[src/rtl/four_level_page_walk_unit_assert.svh]
// Assertion macros for the four-level page walk unit.
// Included by the top level; no other dependencies.
`ifndef FOUR_LEVEL_PAGE_WALK_UNIT_ASSERT_SVH
`define FOUR_LEVEL_PAGE_WALK_UNIT_ASSERT_SVH

// Same-cycle implication, disabled while in reset.
`define FLPW_ASSERT_NOW(label, clk, rst_n, ante, cons, msg) \
    label: assert property (@(posedge clk) disable iff (!(rst_n)) (ante) |-> (cons)) \
        else $error(msg);

// Next-cycle implication, disabled while in reset.
`define FLPW_ASSERT_NEXT(label, clk, rst_n, ante, cons, msg) \
    label: assert property (@(posedge clk) disable iff (!(rst_n)) (ante) |=> (cons)) \
        else $error(msg);

`endif

[src/rtl/flpw_pkg.sv]
// Shared types and constants for the four-level page walk unit.
// No dependencies.
`default_nettype none

package flpw_pkg;

    localparam int PA_W            = 52;
    localparam int LIN_W           = 48;
    localparam int ENTRY_W         = 64;
    localparam int IDX_W           = 9;
    localparam int OFF_W           = 12;
    localparam int PTR_W           = PA_W - OFF_W;   // entry bits 51:12
    localparam int WORD_W          = PA_W - 3;       // 8-byte word address
    localparam int PAGE_BIT        = 7;
    localparam int ENTRY_DEPTH_DEF = 4096;

    localparam logic CMD_WRITE     = 1'b0;
    localparam logic CMD_TRANSLATE = 1'b1;

    localparam logic [1:0] KIND_NONE = 2'd0;
    localparam logic [1:0] KIND_1G   = 2'd1;
    localparam logic [1:0] KIND_2M   = 2'd2;
    localparam logic [1:0] KIND_4K   = 2'd3;

    typedef enum logic [2:0] {
        ST_IDLE,
        ST_PML4,
        ST_PDPT,
        ST_PD,
        ST_PT,
        ST_LEAF
    } walk_state_t;

    // Request from the walker to the entry store.
    typedef struct packed {
        logic               rd_en;
        logic [WORD_W-1:0]  rd_word;
        logic               wr_en;
        logic [WORD_W-1:0]  wr_word;
        logic [ENTRY_W-1:0] wr_data;
    } mem_req_t;

endpackage

`default_nettype wire

[src/rtl/flpw_walker.sv]
// Walk sequencer: one read per level through a shared address former and
// one shared 52-bit adder for the final address. Depends on flpw_pkg.
`default_nettype none

module flpw_walker
    import flpw_pkg::*;
(
    input  wire logic               clk,
    input  wire logic               rst_n,
    input  wire logic [PA_W-1:0]    table_root,
    // input word
    input  wire logic               in_valid,
    output logic                    in_ready,
    input  wire logic               in_command,
    input  wire logic [PA_W-1:0]    in_address,
    input  wire logic [ENTRY_W-1:0] in_entry_value,
    // result word
    output logic                    out_valid,
    input  wire logic               out_ready,
    output logic [PA_W-1:0]         out_physical_address,
    output logic [1:0]              out_page_kind,
    // entry store
    input  wire logic               mem_ready,
    output mem_req_t                mem_req,
    input  wire logic [ENTRY_W-1:0] rd_data
);

    walk_state_t       state_reg;
    walk_state_t       state_next;
    logic [LIN_W-1:0]  lin_reg;
    logic              out_valid_reg;
    logic [PA_W-1:0]   out_pa_reg;
    logic [1:0]        out_kind_reg;

    logic              accept;
    logic              out_free;
    logic              is_page;
    logic [PTR_W-1:0]  base;
    logic [IDX_W-1:0]  idx;
    logic [PA_W-1:0]   offset;
    logic [PA_W-1:0]   sum;
    logic              rd_issue;
    logic              fin;
    logic [PA_W-1:0]   fin_pa;
    logic [1:0]        fin_kind;

    assign in_ready = (state_reg == ST_IDLE) && mem_ready;
    assign accept   = in_valid && in_ready;
    assign out_free = !out_valid_reg || out_ready;
    assign is_page  = rd_data[PAGE_BIT];

    // table base: root for the first level, else pointer of the last entry
    assign base = (state_reg == ST_PML4) ? table_root[PA_W-1:OFF_W] : rd_data[PA_W-1:OFF_W];

    always_comb
    begin
        idx    = lin_reg[47:39];
        offset = '0;
        case (state_reg)
            ST_PML4: idx = lin_reg[47:39];
            ST_PDPT: idx = lin_reg[38:30];
            ST_PD:
            begin
                idx    = lin_reg[29:21];
                offset = PA_W'(lin_reg[29:0]);
            end
            ST_PT:
            begin
                idx    = lin_reg[20:12];
                offset = PA_W'(lin_reg[20:0]);
            end
            ST_LEAF: offset = PA_W'(lin_reg[11:0]);
            default: idx = lin_reg[47:39];
        endcase
    end

    // shared adder, wraps at 52 bits
    assign sum = {rd_data[PA_W-1:OFF_W], {OFF_W{1'b0}}} + offset;

    // next state
    always_comb
    begin
        state_next = state_reg;
        case (state_reg)
            ST_IDLE:
            begin
                if (accept && in_command == CMD_TRANSLATE)
                begin
                    state_next = ST_PML4;
                end
            end
            ST_PML4: state_next = ST_PDPT;
            ST_PDPT: state_next = ST_PD;
            ST_PD:
            begin
                if (!is_page)
                begin
                    state_next = ST_PT;
                end
                else if (out_free)
                begin
                    state_next = ST_IDLE;
                end
            end
            ST_PT:
            begin
                if (!is_page)
                begin
                    state_next = ST_LEAF;
                end
                else if (out_free)
                begin
                    state_next = ST_IDLE;
                end
            end
            ST_LEAF:
            begin
                if (out_free)
                begin
                    state_next = ST_IDLE;
                end
            end
            default: state_next = ST_IDLE;
        endcase
    end

    // outputs of the sequencer
    always_comb
    begin
        rd_issue = 1'b0;
        fin      = 1'b0;
        fin_pa   = '0;
        fin_kind = KIND_NONE;
        case (state_reg)
            ST_IDLE: rd_issue = 1'b0;
            ST_PML4: rd_issue = 1'b1;
            ST_PDPT: rd_issue = 1'b1;
            ST_PD:
            begin
                rd_issue = !is_page;
                fin      = is_page && out_free;
                fin_pa   = sum;
                fin_kind = KIND_1G;
            end
            ST_PT:
            begin
                rd_issue = !is_page;
                fin      = is_page && out_free;
                fin_pa   = sum;
                fin_kind = KIND_2M;
            end
            ST_LEAF:
            begin
                fin      = out_free;
                fin_pa   = is_page ? sum : '0;
                fin_kind = is_page ? KIND_4K : KIND_NONE;
            end
            default: rd_issue = 1'b0;
        endcase
    end

    assign mem_req.rd_en   = rd_issue;
    assign mem_req.rd_word = {base, idx};
    assign mem_req.wr_en   = accept && (in_command == CMD_WRITE);
    assign mem_req.wr_word = in_address[PA_W-1:3];
    assign mem_req.wr_data = in_entry_value;

    always_ff @(posedge clk or negedge rst_n)
    begin
        if (!rst_n)
        begin
            state_reg     <= ST_IDLE;
            out_valid_reg <= 1'b0;
        end
        else
        begin
            state_reg <= state_next;
            if (fin)
            begin
                out_valid_reg <= 1'b1;
            end
            else if (out_ready)
            begin
                out_valid_reg <= 1'b0;
            end
        end
    end

    always_ff @(posedge clk)
    begin
        if (accept)
        begin
            lin_reg <= in_address[LIN_W-1:0];
        end
        if (fin)
        begin
            out_pa_reg   <= fin_pa;
            out_kind_reg <= fin_kind;
        end
    end

    assign out_valid            = out_valid_reg;
    assign out_physical_address = out_pa_reg;
    assign out_page_kind        = out_kind_reg;

endmodule

`default_nettype wire

[config.mk]
export PLATFORM = sky130hd
export DESIGN_NAME = flpw_walker
export DESIGN_NICKNAME = d
export VERILOG_FILES = /design/src/rtl/four_level_page_walk_unit_assert.svh /design/src/rtl/flpw_pkg.sv /design/src/rtl/flpw_walker.sv
export SDC_FILE = /design/constraint.sdc
export NUM_CORES = 1
export LEC_CHECK = 0
export BUFFER_PORTS_ARGS = -buffer_cell sky130_fd_sc_hd__buf_2
export CORE_AREA = 2 2 178 180
export CTS_CLUSTER_DIAMETER = 30
export CTS_CLUSTER_SIZE = 14
export DETAILED_ROUTE_END_ITERATION = 10
export DIE_AREA = 0 0 180 182
export HOLD_SLACK_MARGIN = 0.03
export PLACE_DENSITY = 0.45
export SLEW_MARGIN = 5
export SYNTH_ARGS = -nofsm -noshare
export SYNTH_HDL_FRONTEND = slang
export SYNTH_SLANG_ARGS = --single-unit
[constraint.sdc]
create_clock -name clk -period 12.3 [get_ports clk]
set_input_delay 0.615 -clock clk [delete_from_list [all_inputs] [get_ports clk]]
set_output_delay 0.615 -clock clk [all_outputs]
set_load 0.1 [all_outputs]
==> flow_summary.html <==
<table>
<tr><th>Metric</th><th>Value</th></tr>
<tr><th colspan="2">Clocking</th></tr>
<tr><td>Maximum clock insertion buffer count</td><td>2</td></tr>
<tr><td>H-tree lvl count</td><td>3</td></tr>
<tr><td>Post-CTS sizing</td><td>0</td></tr>
<tr><td>CTS tree</td><td>built</td></tr>
<tr><td>Clock-pin slew reported for the worst setup and hold paths after clock tree synthesis</td><td>about 80 ps</td></tr>
<tr><td>Root Driver</td><td>clkbuf_16</td></tr>
<tr><td>Number of setup buffers added after CTS</td><td>0</td></tr>
<tr><td>Number of sinks on the clock net</td><td>106</td></tr>
<tr><td>Number of clock buffers inserted by TritonCTS</td><td>9</td></tr>
<tr><td>Clock network latency to the later pin of the worst-skew pair</td><td>360 ps</td></tr>
<tr><td>Number of hold-repair buffers added at the cts stage</td><td>0</td></tr>
<tr><th colspan="2">Worst setup path</th></tr>
<tr><td>Worst setup path category</td><td>flip-flop to flip-flop</td></tr>
<tr><td>Minimum setup slack among reg-to-reg paths</td><td>7500 ps</td></tr>
<tr><td>Required time of the critical path</td><td>~12000 ps</td></tr>
<tr><td>Capturing point of the worst reg2reg path</td><td>out_physical_address[30]</td></tr>
<tr><td>Data arrival at the endpoint of the critical path</td><td>4910 ps</td></tr>
<tr><td>Number of cells traversed by the worst register-to-register path</td><td>13</td></tr>
<tr><td>Worst Setup Start Kind</td><td>flip-flop</td></tr>
<tr><td>Startpoint of the most critical register-to-register path</td><td>state_reg[2]</td></tr>
<tr><td>Worst-path maximum fanout</td><td>28</td></tr>
<tr><td>Type of element capturing the critical path</td><td>flip-flop</td></tr>
<tr><th colspan="2">Layout</th></tr>
<tr><td>Layout Area Growth over Synthesis</td><td>19.4%</td></tr>
<tr><td>Post-route cell area</td><td>around 8200 um^2</td></tr>
<tr><td>Core Util, Final</td><td>26.5%</td></tr>
<tr><td>Antenna cell count</td><td>0</td></tr>
<tr><td>Layout cell share with drive strength beyond 1</td><td>44.5%</td></tr>
<tr><td>Number of nets in the layout</td><td>1076</td></tr>
<tr><td>Number of flip-flops under the largest register name</td><td>52</td></tr>
<tr><th colspan="2">Detailed routing</th></tr>
<tr><td>Final routed wire length divided by cell count</td><td>16.6 um</td></tr>
<tr><td>DRC violation count after routing</td><td>0</td></tr>
<tr><td>Total wire length after detailed routing</td><td>20400 um</td></tr>
<tr><td>DR pass1 iterations</td><td>5</td></tr>
<tr><td>Via-to-Cell Ratio</td><td>approximately 4.2</td></tr>
<tr><td>Final antenna-violating net count</td><td>0</td></tr>
<tr><td>Violation count after the first detailed-routing iteration</td><td>197</td></tr>
<tr><td>Via count of the routed design</td><td>5177</td></tr>
<tr><th colspan="2">Floorplan</th></tr>
<tr><td>Starting density of the core</td><td>between 20 and 25%</td></tr>
<tr><td># IOs</td><td>458</td></tr>
<tr><td>Number of placement rows</td><td>65</td></tr>
<tr><td>Overall die height</td><td>182 um</td></tr>
<tr><td>Die width</td><td>approximately 180 um</td></tr>
<tr><td>Placeable core area</td><td>31000 um^2</td></tr>
<tr><td>Die Area</td><td>32800 um^2</td></tr>
<tr><th colspan="2">STA</th></tr>
<tr><td>Post-route setup TNS</td><td>0 ps</td></tr>
<tr><td>Final count of hold timing violations</td><td>0</td></tr>
<tr><td>Worst slew slack as a fraction of its limit</td><td>between 20% and 30%</td></tr>
<tr><td>Max Freq</td><td>approximately 210 MHz</td></tr>
<tr><td>Number of failing setup endpoints in the final timing report</td><td>0</td></tr>
<tr><td>Transition at the pin with the smallest max-transition slack</td><td>1060 ps</td></tr>
<tr><td>Final worst clock skew</td><td>17.1 ps</td></tr>
<tr><td>Unrepaired setup endpoints after global routing</td><td>no</td></tr>
<tr><td>Pins over their slew limit</td><td>0</td></tr>
<tr><td>Fin crit share</td><td>between 30 and 40%</td></tr>
<tr><td>Min Clock Period, post-route</td><td>4800 ps</td></tr>
<tr><th colspan="2">Placement</th></tr>
<tr><td>Area post-placement</td><td>between 7000 and 8000 um^2</td></tr>
<tr><td>Port bufs</td><td>286</td></tr>
<tr><td>Gpl congestion</td><td>0.767</td></tr>
<tr><td>Detailed placement HPWL</td><td>15900 um</td></tr>
<tr><th colspan="2">Synth</th></tr>
<tr><td>Share of the yosys chip area belonging to registers</td><td>between 40% and 50%</td></tr>
<tr><td>Syn Inst Count</td><td>653</td></tr>
<tr><td>Area of the mapped netlist</td><td>between 6000 and 7000 um^2</td></tr>
<tr><td>Post-synth ARST share</td><td>3.77%</td></tr>
<tr><td>Total of flip-flops plus latches after synthesis</td><td>106</td></tr>
<tr><td>Top FF cell, synth</td><td>edfxtp_1</td></tr>
<tr><td>Mean post-synth cell area</td><td>between 10 and 15 um^2</td></tr>
<tr><td>Net count after synthesis</td><td>910</td></tr>
<tr><td>Synthesis Warnings</td><td>0</td></tr>
<tr><td>Distinct cells, synth</td><td>59</td></tr>
<tr><td>Number of enable-type register cells in the synthesized netlist</td><td>102</td></tr>
<tr><th colspan="2">Run status</th></tr>
<tr><td>Status</td><td>finished clean</td></tr>
<tr><th colspan="2">Global routing</th></tr>
<tr><td>Global routing usage summed across all routing layers</td><td>between 10% and 20%</td></tr>
<tr><td>Final global-route overflow total</td><td>0</td></tr>
<tr><td>Pin count of the biggest net entering global routing</td><td>55</td></tr>
<tr><td>Global-route wire length before repair</td><td>30300 um</td></tr>
<tr><td>Number of global-route vias before repair</td><td>about 5000</td></tr>
<tr><td>Initial antenna violation count</td><td>0</td></tr>
<tr><th colspan="2">Power and ir drop</th></tr>
<tr><td>VDD IR max</td><td>0.000170 V</td></tr>
<tr><td>Power per standard cell area</td><td>268 nW/um^2</td></tr>
<tr><td>Leakage Power</td><td>3.37 nW</td></tr>
<tr><th colspan="2">Worst hold path</th></tr>
<tr><td>Worst hold path type</td><td>input pin to async pin</td></tr>
<tr><th colspan="2">Run</th></tr>
<tr><td>Max capacitance violation total</td><td>0</td></tr>
</table>
==> Yosys cell counts (2+ instances only) <==
master | number | area [um^2]
a21o_1 | 2 | 15.0
nand2b_1 | 3 | 18.8
nand2_1 | 49 | 184
buf_4 | 114 | 856
mux2_2 | 36 | 405
nand4_1 | 6 | 37.5
nor4b_1 | 2 | 17.5
and3_1 | 5 | 31.3
dfrtp_1 | 4 | 100
a21oi_1 | 27 | 135
or3_1 | 9 | 56.3
mux2i_1 | 18 | 180
a31o_2 | 4 | 35.0
clkbuf_1 | 16 | 60.1
nor4_1 | 3 | 18.8
xor2_1 | 9 | 78.8
o21ai_0 | 36 | 180
a211oi_1 | 4 | 30.0
a31oi_1 | 5 | 31.3
nor2_1 | 42 | 158
buf_6 | 2 | 22.5
nand3_1 | 9 | 45.0
nor2_2 | 2 | 12.5
ha_1 | 18 | 225
and2_1 | 26 | 163
xnor2_1 | 14 | 123
nor2b_1 | 13 | 81.3
or2_2 | 2 | 12.5
o21ai_1 | 4 | 20.0
and4_1 | 2 | 17.5
buf_2 | 4 | 20.0
o21a_1 | 5 | 37.5
edfxtp_1 | 102 | 3060
inv_1 | 16 | 60.1
o22ai_1 | 2 | 12.5
nor3_1 | 15 | 75.1
==> layout make-up <==
| type | instances | area (um^2) |
|---|---|---|
| tap | 402 | 503 |
| inverter | 16 | 60.1 |
| fill | 3312 | 22800 |
| timing repair buffer | 293 | 1480 |
| multi-input combinational | 393 | 2700 |
| sequential | 106 | 3160 |
| clock buffer | 9 | 225 |
| clock inverter | 7 | 71.3 |
==> worst max path at each step <==
stage,slack (ps),from,to
after floorplan,6160,state_reg[1],mem_req[113]
after global placement,7520,state_reg[2],out_physical_address[51]
after detailed placement,7480,state_reg[2],out_physical_address[30]
after CTS,7450,state_reg[2],out_physical_address[30]
after global routing,7050,state_reg[2],out_physical_address[45]
final,7500,state_reg[2],out_physical_address[30]
==> critical path: stages (launching register included) <==
cell,delay (ps)
dfrtp_1,730
nand2b_1,660
nor2_1,80
nor2_1,590
nor2b_1,150
ha_1,260
fa_1,420
a21oi_1,240
nand4b_1,240
nand2_1,140
and4_1,260
o311ai_1,410
a211oi_1,140
a31o_2,230
==> power breakdown <==
part,internal (mW),leakage [nW],switching (mW),total [mW]
registers,0.491,0.994,0.0255,0.517
clock network,0.144,0.139,0.154,0.297
logic,0.257,2.23,1.13,1.39
==> metrics by stage <==
step                hold WS, ps  power (mW)  worst slack, ps  cells
global route               43.0        2.31             7050   1226
detailed placement          442        1.93             7480   1210
CTS                        44.6        2.24             7450   1226
finish                     60.9        2.20             7500   1226
global placement            445        1.93             7520   1210
floorplan                   319        1.79             6160    653
==> logic make-up (layout without fill, tap and decap cells) <==
kind of cell	count (synthesis)	count (layout)	synth area share, %
AND/OR/NAND/NOR	194	194	14.3
buffers and inverters	154	325	15.1
flip-flops	106	106	46.0
AO/OA/AOI/OAI	103	103	9.59
multiplexers	54	54	8.52
XOR/XNOR	23	23	2.93
adder cells (fa/ha/maj)	19	19	3.57
==> placed cells by master (no fill, tap or decap), types with 13 or more instances in the layout <==
cell and instances:
buf_2 286, edfxtp_1 102, nand2_1 49, nor2_1 40, o21ai_0 36, mux2_2 36
a21oi_1 27, and2_1 26, mux2i_1 18, ha_1 18, inv_1 15, nor3_1 15
xnor2_1 14, nor2b_1 13
==> per-layer routing <==
| layer | track usage (%) | part of all wire (%) |
|---|---|---|
| met1 | 16.1 | 46 |
| met4 | 2.80 | 0.92 |
| met5 | 0 | 0 |
| met3 | 3.07 | 5.8 |
| met2 | 20.4 | 48 |
Power figures use the tool's default switching activity.
